$ cat src/design/oaht_pkg.sv
// Shared constants, types and the CRC-64 byte step for the open-addressed hash table.
`timescale 1ns / 1ps

package oaht_pkg;

   // Table geometry
   localparam int TABLE_SIZE  = 512;
   localparam int SLOT_W      = $clog2(TABLE_SIZE);
   localparam int HALF_SIZE   = TABLE_SIZE / 2;
   localparam int COUNT_W     = $clog2(HALF_SIZE + 1);
   localparam int VALUE_WIDTH = 32;

   // Field widths
   localparam int KEY_W   = 64;
   localparam int DATA_W  = 32;
   localparam int STAT_W  = 3;
   localparam int LIMIT_W = 10;
   localparam logic [LIMIT_W-1:0] LIMIT_RESET = LIMIT_W'(64);

   // Rehash unit
   localparam logic [KEY_W-1:0] CRC_POLY = 64'hC96C5795D7870F42;
   localparam int CRC_BYTES = KEY_W / 8;
   localparam int CRC_CNT_W = $clog2(CRC_BYTES);

   // Request queue between front and back
   localparam int QUEUE_DEPTH = 2;
   localparam int QPTR_W      = $clog2(QUEUE_DEPTH);
   localparam int QCNT_W      = $clog2(QUEUE_DEPTH + 1);

   // Result status codes
   localparam logic [STAT_W-1:0] STAT_OK          = 3'd0;
   localparam logic [STAT_W-1:0] STAT_NOT_FOUND   = 3'd1;
   localparam logic [STAT_W-1:0] STAT_DUPLICATE   = 3'd2;
   localparam logic [STAT_W-1:0] STAT_FULL        = 3'd3;
   localparam logic [STAT_W-1:0] STAT_PROBE_LIMIT = 3'd4;

   typedef struct packed {
      logic              insert;
      logic [KEY_W-1:0]  key;
      logic [DATA_W-1:0] value;
      logic [SLOT_W-1:0] first_slot;
   } item_type;

   typedef struct packed {
      logic     valid;
      item_type item;
   } head_type;

   typedef struct packed {
      logic               clearing;
      logic               pop;
      logic [COUNT_W-1:0] entry_count;
   } back_status_type;

   typedef struct packed {
      logic                   occupied;
      logic [KEY_W-1:0]       key;
      logic [VALUE_WIDTH-1:0] value;
   } entry_type;

   // One byte of reflected CRC-64: fold in the byte, then eight bit steps
   function automatic logic [KEY_W-1:0] crc_byte(input logic [KEY_W-1:0] crc,
                                                  input logic [7:0] data);
      logic [KEY_W-1:0] c;
      c = crc ^ {{(KEY_W-8){1'b0}}, data};
      for (int i = 0; i < 8; i++) begin
         c = c[0] ? ((c >> 1) ^ CRC_POLY) : (c >> 1);
      end
      return c;
   endfunction

endpackage

$ cat src/design/oaht_front.sv
// Front end: accepts request beats, classifies them and queues them for the probe engine.
`timescale 1ns / 1ps

module oaht_front
   import oaht_pkg::*;
(
   input  logic              clock,
   input  logic              reset,
   input  logic              req_valid,
   output logic              req_stall,
   input  logic              req_mode,
   input  logic [KEY_W-1:0]  req_key,
   input  logic [DATA_W-1:0] req_value,
   input  back_status_type   back_status,
   output head_type          head
);

   item_type            queue_ff [QUEUE_DEPTH];
   logic [QPTR_W-1:0]   wr_ptr_ff, wr_ptr_in;
   logic [QPTR_W-1:0]   rd_ptr_ff, rd_ptr_in;
   logic [QCNT_W-1:0]   count_ff, count_in;
   item_type            item_in;
   logic                push;
   logic                pop;

   // Hold off requests while the queue is full or the table is being cleared
   assign req_stall = (count_ff == QCNT_W'(QUEUE_DEPTH)) || back_status.clearing;
   assign push      = req_valid && !req_stall;
   assign pop       = back_status.pop;

   // Classify the beat and compute its home slot
   always_comb begin
      item_in.insert     = req_mode;
      item_in.key        = req_key;
      item_in.value      = req_value;
      item_in.first_slot = req_key[SLOT_W-1:0];
   end

   assign head.valid = (count_ff != '0);
   assign head.item  = queue_ff[rd_ptr_ff];

   // Advance pointers and occupancy
   always_comb begin
      wr_ptr_in = wr_ptr_ff;
      rd_ptr_in = rd_ptr_ff;
      count_in  = count_ff;
      if (push) begin
         wr_ptr_in = (wr_ptr_ff == QPTR_W'(QUEUE_DEPTH - 1)) ? '0 : wr_ptr_ff + 1'b1;
      end
      if (pop) begin
         rd_ptr_in = (rd_ptr_ff == QPTR_W'(QUEUE_DEPTH - 1)) ? '0 : rd_ptr_ff + 1'b1;
      end
      if (push && !pop) begin
         count_in = count_ff + 1'b1;
      end else if (pop && !push) begin
         count_in = count_ff - 1'b1;
      end
   end

   always_ff @(posedge clock) begin
      if (reset) begin
         wr_ptr_ff <= '0;
         rd_ptr_ff <= '0;
         count_ff  <= '0;
      end else begin
         wr_ptr_ff <= wr_ptr_in;
         rd_ptr_ff <= rd_ptr_in;
         count_ff  <= count_in;
      end
   end

   // Store the queued beat
   always_ff @(posedge clock) begin
      if (push) begin
         queue_ff[wr_ptr_ff] <= item_in;
      end
   end

endmodule

$ cat config.mk
export PLATFORM = sky130hd
export DESIGN_NAME = oaht_front
export DESIGN_NICKNAME = d
export VERILOG_FILES = /design/src/design/oaht_pkg.sv /design/src/design/oaht_front.sv
export SDC_FILE = /design/constraint.sdc
export NUM_CORES = 1
export LEC_CHECK = 0
export BUFFER_PORTS_ARGS = -buffer_cell sky130_fd_sc_hd__buf_2
export CELL_PAD_IN_SITES_DETAIL_PLACEMENT = 1
export CELL_PAD_IN_SITES_GLOBAL_PLACEMENT = 2
export CORE_MARGIN = 1
export CORE_UTILIZATION = 37
export CTS_BUF_LIST = sky130_fd_sc_hd__clkbuf_16
export CTS_CLUSTER_SIZE = 25
export DETAILED_ROUTE_END_ITERATION = 6
export GPL_TIMING_DRIVEN = 0
export PLACE_DENSITY = 0.86
export REMOVE_ABC_BUFFERS = 1
export SYNTH_ARGS = -nofsm -noshare
export SYNTH_HDL_FRONTEND = slang
export SYNTH_SLANG_ARGS = --single-unit
$ cat constraint.sdc
create_clock -name clock -period 6.34 [get_ports clock]
set_clock_uncertainty 0.2 [all_clocks]
set_input_delay 0 -clock clock [delete_from_list [all_inputs] [get_ports clock]]
set_output_delay 0 -clock clock [all_outputs]
set_load 0.01 [all_outputs]
==> impl_metrics.csv, run 1 <==
group,metric,value,unit
run_status,outcome,"finished clean",
critical_path,crit_family,"buffers and inverters",
critical_path,cp_cell_sequence,"dlygate4sd3_1, buf_2, nor2b_1, dlygate4sd3_1, and2_1, nor2b_4, buf_12, buf_16",
sta,worst_slew_pin_slew,0.803,ns
logic_synthesis,synth_seq_area_share,79.9,%
routing,drtAntennaViolNets,0,
pwr,powerDensity,290,nW/um^2
logic_synthesis,netlist.area_leader.share,78.5,%
global_route,grt_overflow_total,0,
logic_synthesis,syn_avg_cell_area,21.9,um^2
critical_path,critical_path_class,"input pin to register",
placement,post-dp-hpwl,10100,um
pwr,p_leak,3.95,nW
routing,wl_per_cell,18.1,um
sta,slew_violations,0,
logic_synthesis,synth_area_leaders,"edfxtp_1 (79%), mux2_2 (10%), mux2_4 (6.1%)",
routing,routed_wl,16800,um
floorplanning,ios,219,
sta,fin_tns_setup,0,ns
finish,syn2layout_area_growth,40.1,%
cts,clk_path_buf_depth,2,
placement,place.gp.congestion,0.654,
logic_synthesis,synth-edff-count,194,
floorplanning,dieArea,20600,um^2
floorplanning,fp.dieH,144,um
finish,antenna_cells,0,
critical_path,crit_slowest_cell,"nor2b_4",
sta,period_share,45.7,%
pwr,ir_worst_vdd,0.227,mV
finish,fin_area,10400,um^2
finish,drive_gt1_share,52.1,%
logic_synthesis,yosys_warnings,0,
critical_path,path_buf_inv,5,
floorplanning,core-area,19500,um^2
critical_path,cp-end-kind,"register",
cts,clock_latency,0.41,ns
routing,drt_drc_violations_left,0,
critical_path,crit_path_frequent_cell,"dlygate4sd3_1",
logic_synthesis,yosysMostFrequentCell,"edfxtp_1",
logic_synthesis,synth_ff_type,"edfxtp_1",
sta,relSlewSlack,46.4,%
cts,cts_setup_buffers,0,
critical_path,crit_arrival,2.82,ns
worst_hold_path,hold_class,"input pin to register",
global_route,grt_pass1_vias,4731,
floorplanning,rows,51,
routing,viasPerCell,4.52,
flow_run,maxCapViolCount,0,
sta,setup_violations,0,
sta,rsz0062_at_grt,"false",
logic_synthesis,ys_async_sr_fraction,0,%
logic_synthesis,synthTopCellsByCount,"edfxtp_1 (194), mux2_2 (67), mux2_4 (30)",
global_route,grtUsageTotal,16.6,%
placement,placedCellCount,797,
floorplanning,die_w,144,um
global_route,grt_max_degree,56,
critical_path,crit_fanout,24,
logic_synthesis,synthDistinctLibCells,22,
sta,period_needed,2.90,ns
cts,clock_sinks,199,
sta,finalHoldViolCount,0,
logic_synthesis,synthCells,338,
finish,layout.nets,765,
finish,stdcell_count,931,
cts,cts_max_level,4,
sta,fmax,345,MHz
logic_synthesis,syn-cell-area,7420,um^2
global_route,grt_pass1_wl,25400,um
logic_synthesis,ys_ff_latch,199,
floorplanning,initial_core_util,38.0,%
cts,root_buffer,"clkbuf_16",
finish,post-route-util,53.2,%
global_route,antenna_found_initial,0,
logic_synthesis,synth_top_cell_by_area,"edfxtp_1",
cts,cts_tree,"done",
routing,vias,4208,
routing,drt_first_pass_iters,4,
placement,io_buffers,209,
critical_path,slowest_delay,0.70,ns
critical_path,crit_required,6.27,ns
cts,clk_pin_slew,0.08,ns
routing,drtIter0Drc,165,
critical_path,startpoint_type,"input pin",
placement,postPlaceCellArea,8780,um^2
cts,numCtsBuffers,17,
## flip-flops by register name, indices dropped and copies added (netlist names), named ones only
name / flops
count_ff: 2
queue_ff: 194
rd_ptr_ff: 1
wr_ptr_ff: 1
## layout make-up
type	instances	area (um^2)
clock buffer	17	425
clock inverter	15	169
fill	1877	9130
inverter	1	3.75
multi-input combinational	118	1350
sequential	199	5930
tap	265	332
timing repair buffer	316	2190
## metal layers
metal  track usage [%]  vias to the layer above  part of all wire (%)
li1                  -                     1951                     -
met1              17.6                     2120                    38
met2              31.8                      122                    56
met3              4.30                       15                   4.7
met4              5.04                        0                  0.97
met5                 0                        -                     0
## report_power, final
| part | total [W] | switching (W) | internal (W) | leakage (nW) |
|---|---|---|---|---|
| sequential | 0.00154 | 0.0000321 | 0.00151 | 1.82 |
| combinational | 0.000372 | 0.000169 | 0.000203 | 1.85 |
| clock | 0.00109 | 0.000502 | 0.000592 | 0.281 |
## cells by family (layout without fill, tap and decap cells)
logic type | after synthesis | count (layout) | share of synthesized area (%)
buf+inv | 21 | 349 | 2.12
simple gates | 14 | 14 | 1.03
mux | 97 | 97 | 16.2
fa+ha+maj | 1 | 1 | 0.169
flops | 199 | 199 | 79.9
xor+xnor | 3 | 3 | 0.354
compound gates | 3 | 3 | 0.202
## through the flow
step | total power, W | hold slack, ns | worst slack [ns]
3_5_place_dp | 0.00190 | -0.00839 | 3.83
2_1_floorplan | 0.00175 | -0.131 | 0.598
6_report | 0.00301 | 0.0987 | 3.44
5_1_grt | 0.00311 | 0.0878 | 3.25
3_3_place_gp | 0.00190 | -0.0132 | -1.76
4_1_cts | 0.00303 | 0.0781 | 3.44
## what timing repair did
item	in CTS	in global routing
setup endpoints to repair	0	0
hold endpoints to repair	199	0
resized for setup	0	0
hold buffers	102	0
## worst paths after layout
check	start	depth (start not counted)	end	slack, ns
max	back_status[10]	8	queue_ff[0][77]	3.44
min	req_value[31]	2	queue_ff[1][40]	0.1
max reg2reg	count_ff[0]	5	queue_ff[0][77]	3.85
min reg2reg	count_ff[1]	2	count_ff[1]	0.33
## placed cells by master (no fill, tap or decap), types with 3 or more instances in the layout
| master | n |
|---|---|
| buf_16 | 3 |
| buf_2 | 209 |
| clkbuf_16 | 17 |
| clkinv_4 | 3 |
| clkinvlp_4 | 4 |
| dfxtp_1 | 4 |
| dlygate4sd3_1 | 102 |
| edfxtp_1 | 194 |
| inv_8 | 3 |
| mux2_2 | 67 |
| mux2_4 | 30 |
| nand2b_1 | 3 |
| nor2_1 | 4 |
Power figures use the tool's default switching activity.
==> run 2: changes to the inputs <==
- CORE_UTILIZATION: 37 -> 34
- PLACE_DENSITY: 0.86 -> 0.83
- clock period: 6.34 -> 2.52 ns (I/O delays scaled with it)
==> run 2 against run 1 <==
Routed wire length rose by 0.99%. Worst setup slack got worse by 3.3 ns. Register-to-register slack lost 3.7 ns. Clock power grew to 2.6 times the previous value. Largest power group unchanged. Worst hold slack lost 0.0052 ns. Die area grew 8.7%. Design area is 1.2% higher. Core utilization fell by 3.7 points. Final cell count rose by 1.5%. First-iteration DRC count is 28% lower. Sequential share of layout area fell by 0.65 points. Critical path type is now register to register.
==> impl_metrics.csv, run 2 (synthesis gave the netlist of run 1 again) <==
group,metric,value,unit
cts,clock_latency,0.43,ns
critical_path,critical_path_class,"register to register",
finish,syn2layout_area_growth,41.8,%
finish,seqCellArea,5930,um^2
sta,fin_tns_setup,0,ns
sta,rsz0062_at_grt,"false",
finish,antenna_cells,0,
floorplanning,die_w,150,um
critical_path,endpoint,"queue_ff[0][38]",
pwr,totalPowerFinal,0.00769,W
routing,viasPerCell,4.48,
sta,fmax,429,MHz
critical_path,cp-end-kind,"register",
floorplanning,ios,219,
finish,multi_input_area,1360,um^2
sta,period_needed,2.33,ns
cts,root_buffer,"clkbuf_16",
routing,vias,4236,
critical_path,reg2reg_depth,5,
global_route,grt_overflow_total,0,
placement,io_buffers,209,
routing,drtIter0Drc,119,
finish,final_cell_mix,"buf_2 (209), edfxtp_1 (194), dlygate4sd3_1 (103)",
placement,placedCellCount,808,
sta,setup_violations,0,
routing,wl_per_cell,18.0,um
floorplanning,dieArea,22400,um^2
worst_hold_path,hold_class,"input pin to register",
floorplanning,rows,53,
placement,post-place-ws,0.0409,ns
finish,reg_top3,"queue_ff: 194 flops, count_ff: 2 flops",
sta,finalHoldViolCount,0,
sta,slew_violations,0,
finish,largest_reg_flops,194,
pwr,powerDensity,731,nW/um^2
floorplanning,core-area,21200,um^2
global_route,grt_max_degree,64,
pwr,p_leak,4.00,nW
placement,place.gp.congestion,0.677,
cts,clock_sinks,199,
finish,regMostFlops,"queue_ff",
finish,n_fill_cell,2051,
sta,period_share,92.4,%
critical_path,ff2ff_setup_slack,0.19,ns
floorplanning,initial_core_util,35.0,%
critical_path,crit_path_start,"count_ff[0]",
cts,clk_pin_slew,0.08,ns
floorplanning,fp.dieH,150,um
critical_path,cp_cell_sequence,"nand2b_1, and2_1, nor2b_4, buf_16, buf_12",
finish,final_common_cell,"buf_2",
cts,cts_tree,"done",
global_route,antenna_found_initial,0,
finish,post-route-util,49.6,%
flow_run,maxCapViolCount,0,
global_route,grt_pass1_vias,4879,
finish,drive_gt1_share,52.2,%
pwr,ir_worst_vdd,0.438,mV
critical_path,crit_slowest_cell,"nor2b_4",
critical_path,path_depth,5,
routing,drtAntennaViolNets,0,
critical_path,crit_required,2.44,ns
critical_path,timing.rr.start,"count_ff[0]",
placement,post-dp-hpwl,10100,um
critical_path,path_buf_inv,2,
critical_path,crit_arrival,2.25,ns
routing,routed_wl,17000,um
cts,numCtsBuffers,17,
critical_path,crit_fanout,23,
run_status,outcome,"finished clean",
critical_path,startpoint_type,"register",
sta,worst_slew_pin_slew,0.574,ns
global_route,grt_pass1_wl,25700,um
critical_path,slowest_delay,0.49,ns
critical_path,crit_family,"simple AND/OR/NAND/NOR gates",
global_route,grtUsageTotal,15.4,%
cts,clk_path_buf_depth,2,
routing,drt_first_pass_iters,4,
sta,relSlewSlack,61.8,%
finish,layout.nets,769,
finish,stdcell_count,945,
cts,cts_max_level,4,
critical_path,regToRegEndpoint,"queue_ff[0][38]",
sta,setup_ws,0.191,ns
routing,drt_drc_violations_left,0,
==> run 2: per-layer routing <==
layer	share of wire [%]	wire length (um)	track usage (%)	vias to the layer above
met5	0	0	0	-
met2	56	9430	29.7	135
met3	4.6	787	4.15	12
met1	39	6570	16.3	2123
li1	-	-	-	1966
met4	1.1	183	4.44	0
==> run 2: worst min path at each step <==
stage / depth (start not counted) / end / from / slack (ns)
detailed placement: 1 / queue_ff[0][97] / req_key[56] / -0.008
finish: 2 / queue_ff[1][45] / req_key[4] / 0.09
CTS: 2 / queue_ff[1][90] / req_key[49] / 0.06
global placement: 1 / queue_ff[1][67] / req_key[26] / -0.01
floorplan: 1 / count_ff[1] / reset / -0.13
global route: 2 / queue_ff[1][41] / req_key[0] / 0.07
==> run 2: final cells by class <==
type / count / share of cell area (%)
timing repair buffer: 319 / 21.4
clock inverter: 15 / 1.93
tap: 275 / 3.27
clock buffer: 17 / 4.05
sequential: 199 / 56.4
multi-input combinational: 119 / 12.9
inverter: 1 / 0.0357
==> run 2: metrics by stage <==
stage / hold slack [ns] / instance area (um^2)
3_5_place_dp: -0.00820 / 8830
3_3_place_gp: -0.0131 / 8650
2_1_floorplan: -0.131 / 7260
6_report: 0.0934 / 10500
4_1_cts: 0.0647 / 10500
5_1_grt: 0.0729 / 10500
==> run 2: repair_timing <==
| item | in CTS | in global routing |
|---|---|---|
| buffers inserted | 1 | 0 |
| resized for setup | 0 | 0 |
| endpoints found under the setup margin | 5 | 43 |
| gates cloned | 0 | 1 |
| hold buffers | 103 | 0 |
| endpoints found under the hold margin | 199 | 0 |
==> run 2: report_power, final <==
| group | total (W) | leakage, nW | switching, W | internal (W) |
|---|---|---|---|---|
| Sequential | 0.00387 | 1.82 | 0.0000691 | 0.00380 |
| Combinational | 0.000975 | 1.88 | 0.000447 | 0.000528 |
| Clock | 0.00284 | 0.303 | 0.00131 | 0.00153 |
| Total | 0.00769 | 4.00 | 0.00183 | 0.00586 |
